<file path="config.mk">
export PLATFORM = sky130hd
export DESIGN_NAME = datetime_frame_validator_flat
export DESIGN_NICKNAME = d
export VERILOG_FILES = /design/src/rtl/dfv_pkg.sv /design/src/rtl/dfv_req_if.sv /design/src/rtl/dfv_rsp_if.sv /design/src/rtl/dfv_front.sv /design/src/rtl/dfv_queue.sv /design/src/rtl/dfv_back.sv /design/src/rtl/datetime_frame_validator.sv /design/src/flat_wrapper.sv
export VERILOG_INCLUDE_DIRS = /design/src /design/src/rtl
export SDC_FILE = /design/constraint.sdc
export NUM_CORES = 1
export LEC_CHECK = 0
export ABC_CLOCK_PERIOD_IN_PS = 10300
export BUFFER_PORTS_ARGS = -buffer_cell sky130_fd_sc_hd__buf_2
export CAP_MARGIN = 0
export CORE_MARGIN = 8
export CORE_UTILIZATION = 40
export CTS_BUF_LIST = sky130_fd_sc_hd__clkbuf_4
export DETAILED_ROUTE_END_ITERATION = 6
export SKIP_LAST_GASP = 1
export SLEW_MARGIN = 20
export SYNTH_ARGS = -nofsm -noshare
export SYNTH_HDL_FRONTEND = slang
export SYNTH_SLANG_ARGS = --single-unit
</file>
<file path="constraint.sdc">
create_clock -name clock -period 10.3 [get_ports clock]
set_input_delay 1.545 -clock clock [delete_from_list [all_inputs] [get_ports clock]]
set_output_delay 1.545 -clock clock [all_outputs]
set_load 0.1 [all_outputs]
</file>
<file path="src/rtl/datetime_frame_validator_defines.svh">
// Assertion macros shared by the datetime frame validator RTL.
`ifndef DATETIME_FRAME_VALIDATOR_DEFINES_SVH
`define DATETIME_FRAME_VALIDATOR_DEFINES_SVH

// Same-cycle implication, disabled while reset is high.
`define DFV_ASSERT_NOW(label, clk, rst, ante, cons) \
   label: assert property (@(posedge clk) disable iff (rst) (ante) |-> (cons)) \
      else $error("dfv assertion failed");

// Next-cycle implication, disabled while reset is high.
`define DFV_ASSERT_NEXT(label, clk, rst, ante, cons) \
   label: assert property (@(posedge clk) disable iff (rst) (ante) |=> (cons)) \
      else $error("dfv assertion failed");

`endif

</file>
<file path="src/rtl/dfv_pkg.sv">
// Package: shared types and constants of the datetime frame validator.
package dfv_pkg;

   // Byte positions in the frame
   localparam logic [4:0] POS_IDLE  = 5'd27;
   localparam logic [4:0] POS_FIRST = 5'd1;
   localparam logic [4:0] POS_LAST  = 5'd26;

   // Depth of the command queue between front and back
   localparam int QUEUE_DEPTH = 4;
   localparam int QUEUE_PTR_W = $clog2(QUEUE_DEPTH);
   localparam int QUEUE_CNT_W = $clog2(QUEUE_DEPTH + 1);

   // What the back end does with one beat
   typedef enum logic [2:0] {
      OP_CLEAR,
      OP_WDAY0,
      OP_WDAY1,
      OP_WDAY2,
      OP_DIGIT
   } op_type;

   // Numeric field that a digit beat belongs to
   typedef enum logic [2:0] {
      FLD_DAY,
      FLD_MONTH,
      FLD_YEAR,
      FLD_HOUR,
      FLD_MINUTE,
      FLD_SECOND
   } fld_type;

   // Classified beat from the front end
   typedef struct packed {
      op_type      op;
      fld_type     fld;
      logic [3:0]  digit;     // zero when not a digit
      logic        digit_ok;
      logic [7:0]  ch;
      logic        last;      // final byte of the frame
   } cmd_type;

   // Upper-case weekday name check
   function automatic logic weekday_match(input logic [7:0] a, input logic [7:0] b,
                                          input logic [7:0] c);
      logic hit;
      hit = ((a == "S") && (b == "U") && (c == "N")) ||
            ((a == "M") && (b == "O") && (c == "N")) ||
            ((a == "T") && (b == "U") && (c == "E")) ||
            ((a == "W") && (b == "E") && (c == "D")) ||
            ((a == "T") && (b == "H") && (c == "U")) ||
            ((a == "F") && (b == "R") && (c == "I")) ||
            ((a == "S") && (b == "A") && (c == "T"));
      return hit;
   endfunction

   // Two-digit number tens*10+units divisible by four
   function automatic logic div4_2dig(input logic [3:0] tens, input logic [3:0] units);
      logic hit;
      if (tens[0] == 1'b0) begin
         hit = (units == 4'd0) || (units == 4'd4) || (units == 4'd8);
      end else begin
         hit = (units == 4'd2) || (units == 4'd6);
      end
      return hit;
   endfunction

endpackage

</file>
<file path="src/rtl/dfv_req_if.sv">
// Interface: input byte channel of the datetime frame validator.
interface dfv_req_if;
   logic       valid;
   logic       ready;
   logic [7:0] ch;
   logic       frame_start;

   modport source (output valid, output ch, output frame_start, input ready);
   modport sink   (input valid, input ch, input frame_start, output ready);
endinterface

</file>
<file path="src/rtl/dfv_rsp_if.sv">
// Interface: result channel of the datetime frame validator.
interface dfv_rsp_if;
   logic valid;
   logic ready;
   logic all_valid;
   logic weekday_ok;
   logic day_ok;
   logic month_ok;
   logic year_ok;
   logic hour_ok;
   logic minute_ok;
   logic second_ok;
   logic is_leap;

   modport source (output valid, output all_valid, output weekday_ok, output day_ok,
                   output month_ok, output year_ok, output hour_ok, output minute_ok,
                   output second_ok, output is_leap, input ready);
   modport sink   (input valid, input all_valid, input weekday_ok, input day_ok,
                   input month_ok, input year_ok, input hour_ok, input minute_ok,
                   input second_ok, input is_leap, output ready);
endinterface

</file>
<file path="src/rtl/dfv_front.sv">
// Front end: tracks the byte position and classifies each accepted beat.
module dfv_front (
   input  logic             clock,
   input  logic             reset,
   dfv_req_if.sink          req_bus,
   input  logic             q_full,
   output logic             push,
   output dfv_pkg::cmd_type push_cmd
);

   logic [4:0]       pos_ff;
   logic [4:0]       pos_in;
   logic             accept;
   logic             relevant;
   logic             is_digit;
   dfv_pkg::cmd_type cmd;

   assign req_bus.ready = !q_full;
   assign accept        = req_bus.valid && req_bus.ready;
   assign is_digit      = (req_bus.ch >= 8'h30) && (req_bus.ch <= 8'h39);

   // Position tracking and beat classification
   always_comb begin
      cmd.op       = dfv_pkg::OP_DIGIT;
      cmd.fld      = dfv_pkg::FLD_DAY;
      cmd.digit    = is_digit ? req_bus.ch[3:0] : 4'd0;
      cmd.digit_ok = is_digit;
      cmd.ch       = req_bus.ch;
      cmd.last     = 1'b0;
      relevant     = 1'b0;
      pos_in       = pos_ff;
      if (req_bus.frame_start) begin
         cmd.op   = dfv_pkg::OP_CLEAR;
         relevant = 1'b1;
         pos_in   = dfv_pkg::POS_FIRST;
      end else if (pos_ff > dfv_pkg::POS_LAST) begin
         pos_in = dfv_pkg::POS_IDLE;
      end else begin
         pos_in   = (pos_ff == dfv_pkg::POS_LAST) ? dfv_pkg::POS_IDLE : pos_ff + 5'd1;
         relevant = 1'b1;
         unique case (pos_ff)
            5'd4:           cmd.op = dfv_pkg::OP_WDAY0;
            5'd5:           cmd.op = dfv_pkg::OP_WDAY1;
            5'd6:           cmd.op = dfv_pkg::OP_WDAY2;
            5'd8, 5'd9:     cmd.fld = dfv_pkg::FLD_DAY;
            5'd11, 5'd12:   cmd.fld = dfv_pkg::FLD_MONTH;
            5'd14, 5'd15,
            5'd16, 5'd17:   cmd.fld = dfv_pkg::FLD_YEAR;
            5'd19, 5'd20:   cmd.fld = dfv_pkg::FLD_HOUR;
            5'd22, 5'd23:   cmd.fld = dfv_pkg::FLD_MINUTE;
            5'd25:          cmd.fld = dfv_pkg::FLD_SECOND;
            5'd26: begin
               cmd.fld  = dfv_pkg::FLD_SECOND;
               cmd.last = 1'b1;
            end
            default:        relevant = 1'b0;
         endcase
      end
   end

   // Position register
   always_ff @(posedge clock) begin
      if (reset) begin
         pos_ff <= dfv_pkg::POS_IDLE;
      end else if (accept) begin
         pos_ff <= pos_in;
      end
   end

   assign push     = accept && relevant;
   assign push_cmd = cmd;

endmodule

</file>
<file path="src/rtl/dfv_queue.sv">
// Command queue: short FIFO between the front and back ends.
`include "datetime_frame_validator_defines.svh"

module dfv_queue (
   input  logic             clock,
   input  logic             reset,
   input  logic             push,
   input  dfv_pkg::cmd_type push_cmd,
   input  logic             pop,
   output logic             full,
   output logic             not_empty,
   output dfv_pkg::cmd_type head_cmd
);

   localparam int PW = dfv_pkg::QUEUE_PTR_W;
   localparam int CW = dfv_pkg::QUEUE_CNT_W;
   localparam logic [CW-1:0] DEPTH = CW'(dfv_pkg::QUEUE_DEPTH);

   dfv_pkg::cmd_type slot_ff [dfv_pkg::QUEUE_DEPTH];
   logic [PW-1:0]    wr_ptr_ff;
   logic [PW-1:0]    rd_ptr_ff;
   logic [CW-1:0]    count_ff;

   assign full      = (count_ff == DEPTH);
   assign not_empty = (count_ff != '0);
   assign head_cmd  = slot_ff[rd_ptr_ff];

   // Storage
   always_ff @(posedge clock) begin
      if (push) begin
         slot_ff[wr_ptr_ff] <= push_cmd;
      end
   end

   // Pointers and fill count
   always_ff @(posedge clock) begin
      if (reset) begin
         wr_ptr_ff <= '0;
         rd_ptr_ff <= '0;
         count_ff  <= '0;
      end else begin
         if (push) begin
            wr_ptr_ff <= (wr_ptr_ff == PW'(dfv_pkg::QUEUE_DEPTH - 1)) ? '0 : wr_ptr_ff + 1'b1;
         end
         if (pop) begin
            rd_ptr_ff <= (rd_ptr_ff == PW'(dfv_pkg::QUEUE_DEPTH - 1)) ? '0 : rd_ptr_ff + 1'b1;
         end
         if (push && !pop) begin
            count_ff <= count_ff + 1'b1;
         end else if (pop && !push) begin
            count_ff <= count_ff - 1'b1;
         end
      end
   end

   // Checks
   `DFV_ASSERT_NOW(a_no_overflow, clock, reset, push && !pop, count_ff < DEPTH)
   `DFV_ASSERT_NOW(a_no_underflow, clock, reset, pop, count_ff != '0)
   `DFV_ASSERT_NEXT(a_count_up, clock, reset, push && !pop, count_ff == $past(count_ff) + 1'b1)

endmodule

</file>
<file path="src/rtl/dfv_back.sv">
// Back end: accumulates field values and drives the registered result.
module dfv_back (
   input  logic             clock,
   input  logic             reset,
   input  logic             q_valid,
   input  dfv_pkg::cmd_type cmd,
   output logic             pop,
   dfv_rsp_if.source        rsp_bus
);

   logic [7:0]  wd_a_ff, wd_b_ff, wd_a_in, wd_b_in;
   logic        wd_ok_ff, wd_ok_in;
   logic [6:0]  day_ff, mon_ff, hour_ff, min_ff, sec_ff;
   logic [6:0]  day_in, mon_in, hour_in, min_in, sec_in;
   logic [15:0] year_ff, year_in;     // four BCD digits, thousands on top
   logic [5:0]  bad_ff, bad_in;       // day, month, year, hour, minute, second
   logic        valid_ff, valid_in;
   logic        out_free;
   logic        emit;

   // Result evaluation signals
   logic        y_ok, leap, m_ok, d_ok, h_ok, mi_ok, s_ok;
   logic [6:0]  mdays;

   function automatic logic [6:0] acc_next(input logic [6:0] acc, input logic [3:0] digit);
      return 7'((acc * 7'd10) + {3'b000, digit});
   endfunction

   assign out_free = !valid_ff || rsp_bus.ready;
   assign pop      = q_valid && (!cmd.last || out_free);
   assign emit     = pop && cmd.last;

   // Next values of the field state
   always_comb begin
      wd_a_in  = wd_a_ff;
      wd_b_in  = wd_b_ff;
      wd_ok_in = wd_ok_ff;
      day_in   = day_ff;
      mon_in   = mon_ff;
      year_in  = year_ff;
      hour_in  = hour_ff;
      min_in   = min_ff;
      sec_in   = sec_ff;
      bad_in   = bad_ff;
      unique case (cmd.op)
         dfv_pkg::OP_CLEAR: begin
            wd_a_in  = '0;
            wd_b_in  = '0;
            wd_ok_in = 1'b0;
            day_in   = '0;
            mon_in   = '0;
            year_in  = '0;
            hour_in  = '0;
            min_in   = '0;
            sec_in   = '0;
            bad_in   = '0;
         end
         dfv_pkg::OP_WDAY0: wd_a_in = cmd.ch;
         dfv_pkg::OP_WDAY1: wd_b_in = cmd.ch;
         dfv_pkg::OP_WDAY2: begin
            if (dfv_pkg::weekday_match(wd_a_ff, wd_b_ff, cmd.ch)) begin
               wd_ok_in = 1'b1;
            end
         end
         dfv_pkg::OP_DIGIT: begin
            unique case (cmd.fld)
               dfv_pkg::FLD_DAY: begin
                  day_in = acc_next(day_ff, cmd.digit);
                  bad_in[0] = bad_ff[0] | !cmd.digit_ok;
               end
               dfv_pkg::FLD_MONTH: begin
                  mon_in = acc_next(mon_ff, cmd.digit);
                  bad_in[1] = bad_ff[1] | !cmd.digit_ok;
               end
               dfv_pkg::FLD_YEAR: begin
                  year_in = {year_ff[11:0], cmd.digit};
                  bad_in[2] = bad_ff[2] | !cmd.digit_ok;
               end
               dfv_pkg::FLD_HOUR: begin
                  hour_in = acc_next(hour_ff, cmd.digit);
                  bad_in[3] = bad_ff[3] | !cmd.digit_ok;
               end
               dfv_pkg::FLD_MINUTE: begin
                  min_in = acc_next(min_ff, cmd.digit);
                  bad_in[4] = bad_ff[4] | !cmd.digit_ok;
               end
               dfv_pkg::FLD_SECOND: begin
                  sec_in = acc_next(sec_ff, cmd.digit);
                  bad_in[5] = bad_ff[5] | !cmd.digit_ok;
               end
               default: ;
            endcase
         end
         default: ;
      endcase
   end

   // Field checks on the state as it stands after the final byte
   always_comb begin
      y_ok = !bad_in[2];
      leap = y_ok && dfv_pkg::div4_2dig(year_in[7:4], year_in[3:0]) &&
             ((year_in[7:0] != 8'h00) || dfv_pkg::div4_2dig(year_in[15:12], year_in[11:8]));
      if (mon_in == 7'd2) begin
         mdays = leap ? 7'd29 : 7'd28;
      end else if ((mon_in == 7'd4) || (mon_in == 7'd6) || (mon_in == 7'd9) ||
                   (mon_in == 7'd11)) begin
         mdays = 7'd30;
      end else begin
         mdays = 7'd31;
      end
      m_ok  = !bad_in[1] && (mon_in <= 7'd12);
      d_ok  = !bad_in[0] && (day_in <= mdays);
      h_ok  = !bad_in[3] && (hour_in <= 7'd23);
      mi_ok = !bad_in[4] && (min_in <= 7'd59);
      s_ok  = !bad_in[5] && (sec_in <= 7'd59);
   end

   // Field state registers
   always_ff @(posedge clock) begin
      if (reset) begin
         wd_a_ff  <= '0;
         wd_b_ff  <= '0;
         wd_ok_ff <= 1'b0;
         day_ff   <= '0;
         mon_ff   <= '0;
         year_ff  <= '0;
         hour_ff  <= '0;
         min_ff   <= '0;
         sec_ff   <= '0;
         bad_ff   <= '0;
      end else if (pop) begin
         wd_a_ff  <= wd_a_in;
         wd_b_ff  <= wd_b_in;
         wd_ok_ff <= wd_ok_in;
         day_ff   <= day_in;
         mon_ff   <= mon_in;
         year_ff  <= year_in;
         hour_ff  <= hour_in;
         min_ff   <= min_in;
         sec_ff   <= sec_in;
         bad_ff   <= bad_in;
      end
   end

   // Output register
   always_comb begin
      valid_in = valid_ff;
      if (emit) begin
         valid_in = 1'b1;
      end else if (rsp_bus.ready) begin
         valid_in = 1'b0;
      end
   end

   always_ff @(posedge clock) begin
      if (reset) begin
         valid_ff <= 1'b0;
      end else begin
         valid_ff <= valid_in;
      end
   end

   always_ff @(posedge clock) begin
      if (emit) begin
         rsp_bus.all_valid  <= wd_ok_in && d_ok && m_ok && y_ok && h_ok && mi_ok && s_ok;
         rsp_bus.weekday_ok <= wd_ok_in;
         rsp_bus.day_ok     <= d_ok;
         rsp_bus.month_ok   <= m_ok;
         rsp_bus.year_ok    <= y_ok;
         rsp_bus.hour_ok    <= h_ok;
         rsp_bus.minute_ok  <= mi_ok;
         rsp_bus.second_ok  <= s_ok;
         rsp_bus.is_leap    <= leap;
      end
   end

   assign rsp_bus.valid = valid_ff;

endmodule

</file>
<file path="src/rtl/datetime_frame_validator.sv">
// Top level of the datetime set-clock frame validator.
//
// Takes one frame byte per beat on req_bus, starting with the '<' byte marked by
// frame_start, and after byte 26 delivers one result beat on rsp_bus with the
// per-field flags, the overall flag and the Gregorian leap flag. A byte is taken
// every cycle while the queue is not full: the front end registers only the byte
// position, and the back end does one small accumulate per beat. A four-entry
// command queue sits between them, so bytes keep flowing while a result waits on
// rsp_bus; the result beat is held in the back end's output register, and
// req_bus.ready drops only once the queue fills behind a stalled result.
module datetime_frame_validator (
   input  logic      clock,
   input  logic      reset,
   dfv_req_if.sink   req_bus,
   dfv_rsp_if.source rsp_bus
);

   logic             q_full;
   logic             q_not_empty;
   logic             push;
   logic             pop;
   dfv_pkg::cmd_type push_cmd;
   dfv_pkg::cmd_type head_cmd;

   dfv_front u_front (
      .clock    (clock),
      .reset    (reset),
      .req_bus  (req_bus),
      .q_full   (q_full),
      .push     (push),
      .push_cmd (push_cmd)
   );

   dfv_queue u_queue (
      .clock     (clock),
      .reset     (reset),
      .push      (push),
      .push_cmd  (push_cmd),
      .pop       (pop),
      .full      (q_full),
      .not_empty (q_not_empty),
      .head_cmd  (head_cmd)
   );

   dfv_back u_back (
      .clock   (clock),
      .reset   (reset),
      .q_valid (q_not_empty),
      .cmd     (head_cmd),
      .pop     (pop),
      .rsp_bus (rsp_bus)
   );

endmodule

</file>
<file path="src/flat_wrapper.sv">
// flat-port wrapper written by rule: the top's interface ports become plain ports
module datetime_frame_validator_flat 
  (clock, reset, req_bus_valid, req_bus_ch, req_bus_frame_start, req_bus_ready, rsp_bus_valid, rsp_bus_all_valid, rsp_bus_weekday_ok, rsp_bus_day_ok, rsp_bus_month_ok, rsp_bus_year_ok, rsp_bus_hour_ok, rsp_bus_minute_ok, rsp_bus_second_ok, rsp_bus_is_leap, rsp_bus_ready);
  dfv_req_if req_bus_i ();
  dfv_rsp_if rsp_bus_i ();
  input  logic clock;
  input  logic reset;
  input wire logic [$bits(req_bus_i.valid)-1:0] req_bus_valid;
  input wire logic [$bits(req_bus_i.ch)-1:0] req_bus_ch;
  input wire logic [$bits(req_bus_i.frame_start)-1:0] req_bus_frame_start;
  output wire logic [$bits(req_bus_i.ready)-1:0] req_bus_ready;
  output wire logic [$bits(rsp_bus_i.valid)-1:0] rsp_bus_valid;
  output wire logic [$bits(rsp_bus_i.all_valid)-1:0] rsp_bus_all_valid;
  output wire logic [$bits(rsp_bus_i.weekday_ok)-1:0] rsp_bus_weekday_ok;
  output wire logic [$bits(rsp_bus_i.day_ok)-1:0] rsp_bus_day_ok;
  output wire logic [$bits(rsp_bus_i.month_ok)-1:0] rsp_bus_month_ok;
  output wire logic [$bits(rsp_bus_i.year_ok)-1:0] rsp_bus_year_ok;
  output wire logic [$bits(rsp_bus_i.hour_ok)-1:0] rsp_bus_hour_ok;
  output wire logic [$bits(rsp_bus_i.minute_ok)-1:0] rsp_bus_minute_ok;
  output wire logic [$bits(rsp_bus_i.second_ok)-1:0] rsp_bus_second_ok;
  output wire logic [$bits(rsp_bus_i.is_leap)-1:0] rsp_bus_is_leap;
  input wire logic [$bits(rsp_bus_i.ready)-1:0] rsp_bus_ready;
  assign req_bus_i.valid = req_bus_valid;
  assign req_bus_i.ch = req_bus_ch;
  assign req_bus_i.frame_start = req_bus_frame_start;
  assign req_bus_ready = req_bus_i.ready;
  assign rsp_bus_valid = rsp_bus_i.valid;
  assign rsp_bus_all_valid = rsp_bus_i.all_valid;
  assign rsp_bus_weekday_ok = rsp_bus_i.weekday_ok;
  assign rsp_bus_day_ok = rsp_bus_i.day_ok;
  assign rsp_bus_month_ok = rsp_bus_i.month_ok;
  assign rsp_bus_year_ok = rsp_bus_i.year_ok;
  assign rsp_bus_hour_ok = rsp_bus_i.hour_ok;
  assign rsp_bus_minute_ok = rsp_bus_i.minute_ok;
  assign rsp_bus_second_ok = rsp_bus_i.second_ok;
  assign rsp_bus_is_leap = rsp_bus_i.is_leap;
  assign rsp_bus_i.ready = rsp_bus_ready;
  datetime_frame_validator u_core (.clock(clock), .reset(reset), .req_bus(req_bus_i), .rsp_bus(rsp_bus_i));
endmodule
</file>
Word-level counts from Yosys, hierarchy flattened
Memories as Yosys holds them, arrays and structs flattened. A register that Yosys moved wholly into a read port is not among the register bits.
Index checks and enable logic that the tools add are counted.
{ "word_totals": {"regBits": 93, "ramBits": 80, "out_inout_bits": 11, "memories": 1} }
{ "memory_table": {"columns": ["name", "words", "word_bits", "rd", "rd_ports_with_merged_regs", "wr", "line_no", "rtl"], "rows": [
  ["u_core.u_queue.slot_ff", 4, 20, 1, 1, 1, "dfv_queue.sv:19", "dfv_pkg::cmd_type slot_ff [dfv_pkg::QUEUE_DEPTH];"]
]} }
{ "op_classes": {"add_sub_neg": 10, "mul": 5, "magnitude_cmp": 8, "eq_ne": 59, "muxes": 53, "n_bitwise": 6, "reduce_logical": 82} }
{ "ops": {"columns": ["cell", "n"], "rows": [
  ["$eq A8 B7 Y1 const B", 17],
  ["$pmux W7 S2", 5],
  ["$eq A5 B5 Y1 const B", 8],
  ["$add A7 B4 Y7", 5],
  ["$mul A7 B3 Y6 const B", 5],
  ["$mux W7", 5],
  ["$logic_and A1 B1 Y1", 34],
  ["$pmux W8 S2", 2],
  ["$eq A5 B4 Y1 const B", 6],
  ["$pmux W13 S2", 1],
  ["$mux W1", 21],
  ["$logic_or A1 B1 Y1", 18],
  ["$reduce_or A17 Y1", 1],
  ["$eq A4 B3 Y1 const B", 4],
  ["$eq A5 B3 Y1 const B", 3],
  ["$mux W5", 3],
  ["$pmux W3 S5", 1],
  ["$eq A7 B3 Y1 const B", 2],
  ["$eq A7 B4 Y1 const B", 2],
  ["$le A7 B6 Y1 const B", 2],
  ["$mux W13", 1],
  ["$eq A3 B2 Y1 const B", 4],
  ["$eq A3 B3 Y1 const B", 4],
  ["$logic_not A1 Y1", 12],
  ["31 further kinds", 57]
]} }

Depth between registers and ports, before layout
Gate-level depths: netlist (run 1).
{ "depth": {"ltp_word": 19, "ltp_mapped": 20, "depth_no_buf": 18} }

By module
A second synthesis (run 1) with hierarchy kept.
{ "hier_totals": {"hier_cells": 904, "area_unflattened_um2": 9603.0} }
{ "modules_own_cells": {"columns": ["module", "instances", "cells_each", "area_per_inst_um2", "seq_area_each_um2"], "rows": [
  ["dfv_back", 1, 657, 5559.1, 1711.6],
  ["dfv_queue", 1, 148, 3326.9, 2582.5],
  ["dfv_front", 1, 99, 716.9, 100.1]
]} }

Least setup slack after synthesis (run 1)
OpenSTA, ideal clock, no wires.
{ "synth_path": {"path_type": "reg2reg", "from": "reg (tool-made name)", "to": "reg u_core.u_back.rsp_bus.all_valid, data pin", "setup_time_ns": 0.256, "t_arrival_ns": 4.176, "t_required_ns": 10.044, "setup_slack_ns": 5.868, "stages_incl_launch_ff": 18, "path_buffers": 2, "period_less_slack_ns": 4.432, "path_cell_list": "dfxtp_1 buf_6 buf_2 mux4_2 inv_1 fa_1 nor2b_1 o21ai_0 xnor2_1 nand4b_1 a311o_1 or4_1 o31ai_1 o21ba_1 ha_1 a21oi_1 a31oi_1 and4_1"} }
{ "synth_rtl": {"columns": ["element", "line_no", "rtl"], "rows": [
  ["end signal: assignment", "dfv_back.sv:165", "rsp_bus.all_valid <= wd_ok_in && d_ok && m_ok && y_ok && h_ok && mi_ok && s_ok;"],
  ["end: declaration", "dfv_rsp_if.sv:15", "modport source (output valid, output all_valid, output weekday_ok, output day_ok,"]
]} }

==> results of run 1 <==
-- where the power goes --
group	internal, mW	switching, mW	total, mW
combinational	0.292	0.626	0.918
sequential	0.807	0.0557	0.863
clock	0.112	0.264	0.376
-- path summary, 6_finish.rpt --
| check | from | endpoint | cells past startpoint |
|---|---|---|---|
| setup reg to reg | register | u_core.u_back.rsp_bus.all_valid$_DFFE_PP_ | 15 |
| hold reg to reg | u_core.u_back.wd_b_ff[6]$_SDFFE_PP0P_ | u_core.u_back.wd_b_ff[6]$_SDFFE_PP0P_ | 2 |
| setup / recovery | register | u_core.u_back.rsp_bus.all_valid$_DFFE_PP_ | 15 |
| hold / removal | u_core.u_back.wd_b_ff[6]$_SDFFE_PP0P_ | u_core.u_back.wd_b_ff[6]$_SDFFE_PP0P_ | 2 |
-- final cells by class --
cell class                      instances  area [um2]  area share, %
Antenna cell                            1        2.50         0.0255
Timing Repair Buffer                   28         153           1.55
Tap cell                              285         357           3.63
Clock buffer                           19         143           1.45
Multi-Input combinational cell        610        4490           45.7
Clock inverter                         13         125           1.27
Inverter                               41         154           1.57
Sequential cell                       175        4390           44.8
-- cell families after synthesis --
group	count (synthesis)	share of synthesized area (%)
flip-flops	175	47.8
XOR/XNOR	38	3.62
AO/OA/AOI/OAI	191	13.8
AND/OR/NAND/NOR	291	16.2
buffers and inverters	78	3.44
multiplexers	31	6.24
adder cells (fa/ha/maj)	59	8.92
-- cell usage after synthesis (all sizes together), types with 3 or more instances --
cell and count:
buf 11, nand3 23, mux4 20, mux2i 9, and3b 4, and3 8
nand4b 4, a21oi 55, nand2b 4, o31a 3, a22oi 43, fa 11
nand2 51, ha 48, a31oi 6, dfxtp 86, nand4 3, and4 5
a32oi 3, or3 7, a32o 4, nor3 25, a21o 7, xor2 8
xnor2 30, edfxtp 89, nand3b 3, inv 41, nor2b 8, clkbuf 26
and2 12, a221oi 3, o21ai 30, nor4 6, o41ai 3, o22ai 4
nor2 105, a211oi 9, or3b 3, or2 3, nor3b 10, o31ai 4
nor4bb 3
-- sequential cells by signal, summed over array words and instances, names as in the netlist, 3 cells and up, named ones only --
signal	flops
u_core.u_back.wd_a_ff	8
u_core.u_back.sec_ff	7
u_core.u_back.mon_ff	7
u_core.u_queue.count_ff	3
u_core.u_back.hour_ff	7
u_core.u_back.min_ff	7
u_core.u_queue.slot_ff	80
u_core.u_front.pos_ff	5
u_core.u_back.day_ff	7
u_core.u_back.wd_b_ff	8
u_core.u_back.bad_ff	6
u_core.u_back.year_ff	13
-- tightest hold or removal path: cells and delay by family, from the launching register on --
family / cells / cell delay (ps)
compound gates: 1 / 50
simple gates: 1 / 50
flops: 1 / 340
-- routing by layer --
metal | vias to the layer above | GRT usage [%]
met5 | - | 0
met4 | 0 | 3.45
met3 | 16 | 3.13
met2 | 124 | 24.0
met1 | 3210 | 20.0
li1 | 3224 | -
-- stage by stage --
stage	instance area [um2]	std cells	total power [mW]	util [%]	hold WS (ps)
floorplan	9200	863	1.56	-	427
global placement	9550	1139	1.78	42.2	440
detailed placement	9550	1139	1.79	42.2	442
CTS	9820	1171	2.17	43.4	465
global route	9820	1172	2.29	43.4	493
finish	9820	1172	2.16	43.4	461
==> impl_metrics.yaml, run 1 <==
status:
  outcome: "finished, final reports clean"
clocking:
  clk_latency_ps: 570
  post_cts_resized: 0
  cts_hold_buf: 0
  clkTransAtPathRegs_ps: 170
  cts-root-buf: "clkbuf_4"
  cts_tree: "done"
  htreeDepth: 4
  cts_made_buffers: 17
  cts.sinks: 175
  cts_buffer_depth: 2
  post_cts_buffers: 0
detailed_routing:
  avgRoutedWirePerCell_um: 17.5
  finalWirelength_um: 20600
  drtPass1Iterations: 6
  vias_per_cell: 5.61
  drc: 0
  antenna_left: 0
  dr_wl_met2_um: 9650
  via_count: 6574
  drt_iter0_drc: 506
  dr_wl_met3_um: 849
  highest_layer: "met4"
  wl_met1_um: 9870
setup_path:
  ff2ff_setup_slack_ps: 5440
  crit_family: "flip-flops"
  path_cells: "mux4_2 -> inv_1 -> fa_1 -> nor2b_1 -> o21ai_0 -> xnor2_1 -> nand4b_1 -> a311o_1 -> or4_1 -> o31ai_1 -> o21ba_1 -> ha_1 -> a21oi_1 -> a31oi_1 -> and4_1"
  worstPathRequired_ps: 10640
  max_stage_delay_ps: 1020
  worstPathArrival_ps: 5200
  worst_path_max_delay_cell: "dfxtp_1"
  path_max_fanout: 22
  path_class: "register to register"
  start_kind: "register"
  endpoint_kind: "register"
  crit_buf_inv: 1
timing:
  setup_viol_count_final: 0
  max_freq_mhz: 206
  setup-tns-final_ps: 0
  relSlewSlack_pct: 31.1
  finalCritPeriodShare_pct: 47.2
  maxSlewViolCount: 0
  rsz0062_at_grt: "no"
  finalWorstSetupSlack_ps: 5440
  tightest_slew_ps: 1030
  post-route-min-period_ps: 4860
  hold_viol_final: 0
  finClkSkew_ps: 36.7
grt:
  grt.total_usage_pct: 14.8
  grt_overflow_total: 0
  grt_max_degree: 81
  grt_pass1_vias: 6385
  antenna_found_initial: 1
  grt_pass1_wl_um: 33900
floorplanning:
  boundaryPins: 24
  initial_utilization_pct: 40.6
  rows: 55
  die_w_um: 168
  die_y_um: 168
  die_area_um2: 28100
  core_area_um2: 22600
logic_synthesis:
  yosysSeqAreaShare_pct: 47.8
  yosysUniqueCellTypes: 73
  ys.flop_type: "edfxtp_1"
  yosys_warnings: 0
  syn_inst: 863
  synthesis.nets: 935
  syn_area_per_cell_um2: 10.7
  ys_top_cells_by_area: "edfxtp_1, dfxtp_1, ha_1, nor2_1, mux4_2"
  syn_area_um2: 9200
  synth-edff-count: 89
  synth_top_cell_by_area: "edfxtp_1"
  synth_async_sr_flop_share_pct: 0
  synth_seq_cells: 175
  synth_top_cell_area_share_pct: 29.0
placement:
  dpl.hpwl_um: 14200
  place.gp.congestion: 0.863
  port_buffers: 23
  pre_cts_ws_ps: 5320
power:
  power.density_nw_per_um2: 220
  leakage_nw: 3.40
  ir_drop_uv: 147
cells_and_area:
  num-fill-cells: 2155
  syn_to_final_growth_pct: 6.70
  nNetsFinal: 945
  final_cell_mix: "nor2_1, edfxtp_1, dfxtp_1, a21oi_1, nand2_1"
  layout-drive-gt1-share_pct: 10.3
  final_common_cell: "nor2_1"
worst_hold_path:
  min_path_type: "register to register"
job:
  drv_cap: 0
Note: power is estimated with default switching activity, not from simulation.
==> run 2: changes to the inputs <==
ABC_CLOCK_PERIOD_IN_PS = 4600   (was 10300)
clock period = 4.6 ns   (was 10.3 ns; I/O delays follow)
==> impl_metrics.yaml, run 2 (synthesis results as in run 1) <==
power:
  leakage_nw: 3.48
  p_clk_share_pct: 18.6
  p_switching_mw: 2.20
  ir_drop_uv: 185
  switching_share_pct: 44.0
  internal-power_mw: 2.80
  pwr-share-comb_pct: 43.0
  power.density_nw_per_um2: 501
  power_frac_seq_pct: 38.4
clocking:
  cts.sinks: 175
  cts_tree: "done"
  htreeDepth: 4
  post_cts_buffers: 0
  cts_hold_buf: 0
  post_cts_resized: 0
  cts-root-buf: "clkbuf_4"
  clkTransAtPathRegs_ps: 180
  cts_buffer_depth: 2
  cts_made_buffers: 17
  clk_latency_ps: 600
setup_path:
  endpoint_kind: "register"
  worst_path_max_delay_cell: "mux4_2"
  worstPathArrival_ps: 4550
  worstPathRequired_ps: 4960
  path_class: "register to register"
  path_max_fanout: 5
  start_kind: "register"
  crit_family: "compound AO/OA/AOI/OAI gates"
  path_cells: "mux4_2 -> ha_1 -> a21o_1 -> a21oi_1 -> nand4b_1 -> a311o_1 -> or4_1 -> o31ai_1 -> o21ba_1 -> ha_1 -> inv_1 -> a21oi_1 -> a21oi_1 -> a31oi_1 -> and4_1"
  max_stage_delay_ps: 600
  crit_buf_inv: 1
  path_common_cell: "a21oi_1"
timing:
  maxSlewViolCount: 0
  whs_ps: 300
  post-route-min-period_ps: 4190
  rsz0062_at_grt: "no"
  finalCritPeriodShare_pct: 91.1
  tightest_slew_ps: 1040
  hold_viol_final: 0
  setup_viol_count_final: 0
  finalWorstSetupSlack_ps: 409
  setup-tns-final_ps: 0
  finClkSkew_ps: 36.0
  max_freq_mhz: 239
  relSlewSlack_pct: 30.7
cells_and_area:
  top_regs: "u_core.u_queue.slot_ff (80), u_core.u_back.year_ff (13)"
  layout-drive-gt1-share_pct: 11.6
  final_common_cell: "nor2_1"
  syn_to_final_growth_pct: 8.36
  design_area_um2: 9970
  regMostFlops: "u_core.u_queue.slot_ff"
  nNetsFinal: 958
  largest_reg_flops: 80
  final_cell_mix: "nor2_1, edfxtp_1, dfxtp_1, a21oi_1, nand2_1"
detailed_routing:
  drtPass1Iterations: 5
  drt_iter0_drc: 393
  finalWirelength_um: 20600
  drc: 0
  vias_per_cell: 5.61
  avgRoutedWirePerCell_um: 17.4
  antenna_left: 0
  via_count: 6647
floorplanning:
  die_y_um: 168
  core_area_um2: 22600
  initial_utilization_pct: 40.6
  die_w_um: 168
  die_area_um2: 28100
  rows: 55
  boundaryPins: 24
placement:
  port_buffers: 23
  place.gp.congestion: 0.841
  dpl.hpwl_um: 14600
  pre_cts_ws_ps: 449
  place_area_um2: 9650
worst_hold_path:
  min_path_type: "input port to register"
grt:
  grt.total_usage_pct: 15.0
  grt_max_degree: 53
  antenna_found_initial: 1
  grt_overflow_total: 0
  grt_pass1_wl_um: 34000
  grt_pass1_vias: 6337
status:
  outcome: "finished, final reports clean"
job:
  drv_cap: 0
[run 2: power groups by stage]
stage	registers, mW	clock network [mW]	logic, mW
6_report	1.92	0.931	2.15
5_1_grt	1.94	1.02	2.35
4_1_cts	1.92	0.960	2.15
3_5_place_dp	1.96	0	2.15
3_3_place_gp	1.95	0	2.14
2_1_floorplan	2.06	0	1.42
[run 2: final cells by class]
class	count	area, um2
Sequential cell	175	4390
Timing Repair Buffer	41	250
Antenna cell	1	2.50
Inverter	41	154
Multi-Input combinational cell	610	4490
Clock inverter	15	195
Clock buffer	17	128
Tap cell	285	357
Fill cell	2136	12700
[run 2: routing by layer]
metal  GRT usage [%]  up-vias  wire length [um]
li1                -     3245                 -
met1            20.5     3209              9920
met2            23.7      164              9450
met3            2.87       29               867
met4            4.85        0               355
met5               0        -                 0
[run 2: worst paths after layout]
| check | from | endpoint | slack [ps] | cells after the start |
|---|---|---|---|---|
| worst max register to register | register | u_core.u_back.rsp_bus.all_valid$_DFFE_PP_ | 410 | 15 |
| worst min-delay path | req_bus_ch[4] | u_core.u_queue.slot_ff[3][5]$_DFFE_PP_ | 300 | 1 |
| worst min register to register | u_core.u_back.wd_b_ff[7]$_SDFFE_PP0P_ | u_core.u_back.wd_b_ff[7]$_SDFFE_PP0P_ | 460 | 2 |
| worst max-delay path | register | u_core.u_back.rsp_bus.all_valid$_DFFE_PP_ | 410 | 15 |
[run 2: worst register-to-register path: cells and delay by family, from the launching register on]
kind / cells / cell delay, ps
adder cells (fa/ha/maj): 2 / 500
multiplexers: 1 / 610
buffers and inverters: 1 / 50
AO/OA/AOI/OAI: 8 / 1440
flip-flops: 1 / 500
AND/OR/NAND/NOR: 3 / 890
[run 2: through the flow]
step	util, %	cells	total power, mW
2_1_floorplan	-	863	3.48
3_3_place_gp	42.6	1152	4.09
3_5_place_dp	42.6	1152	4.10
4_1_cts	44.0	1184	5.03
5_1_grt	44.0	1185	5.31
6_report	44.0	1185	5.00
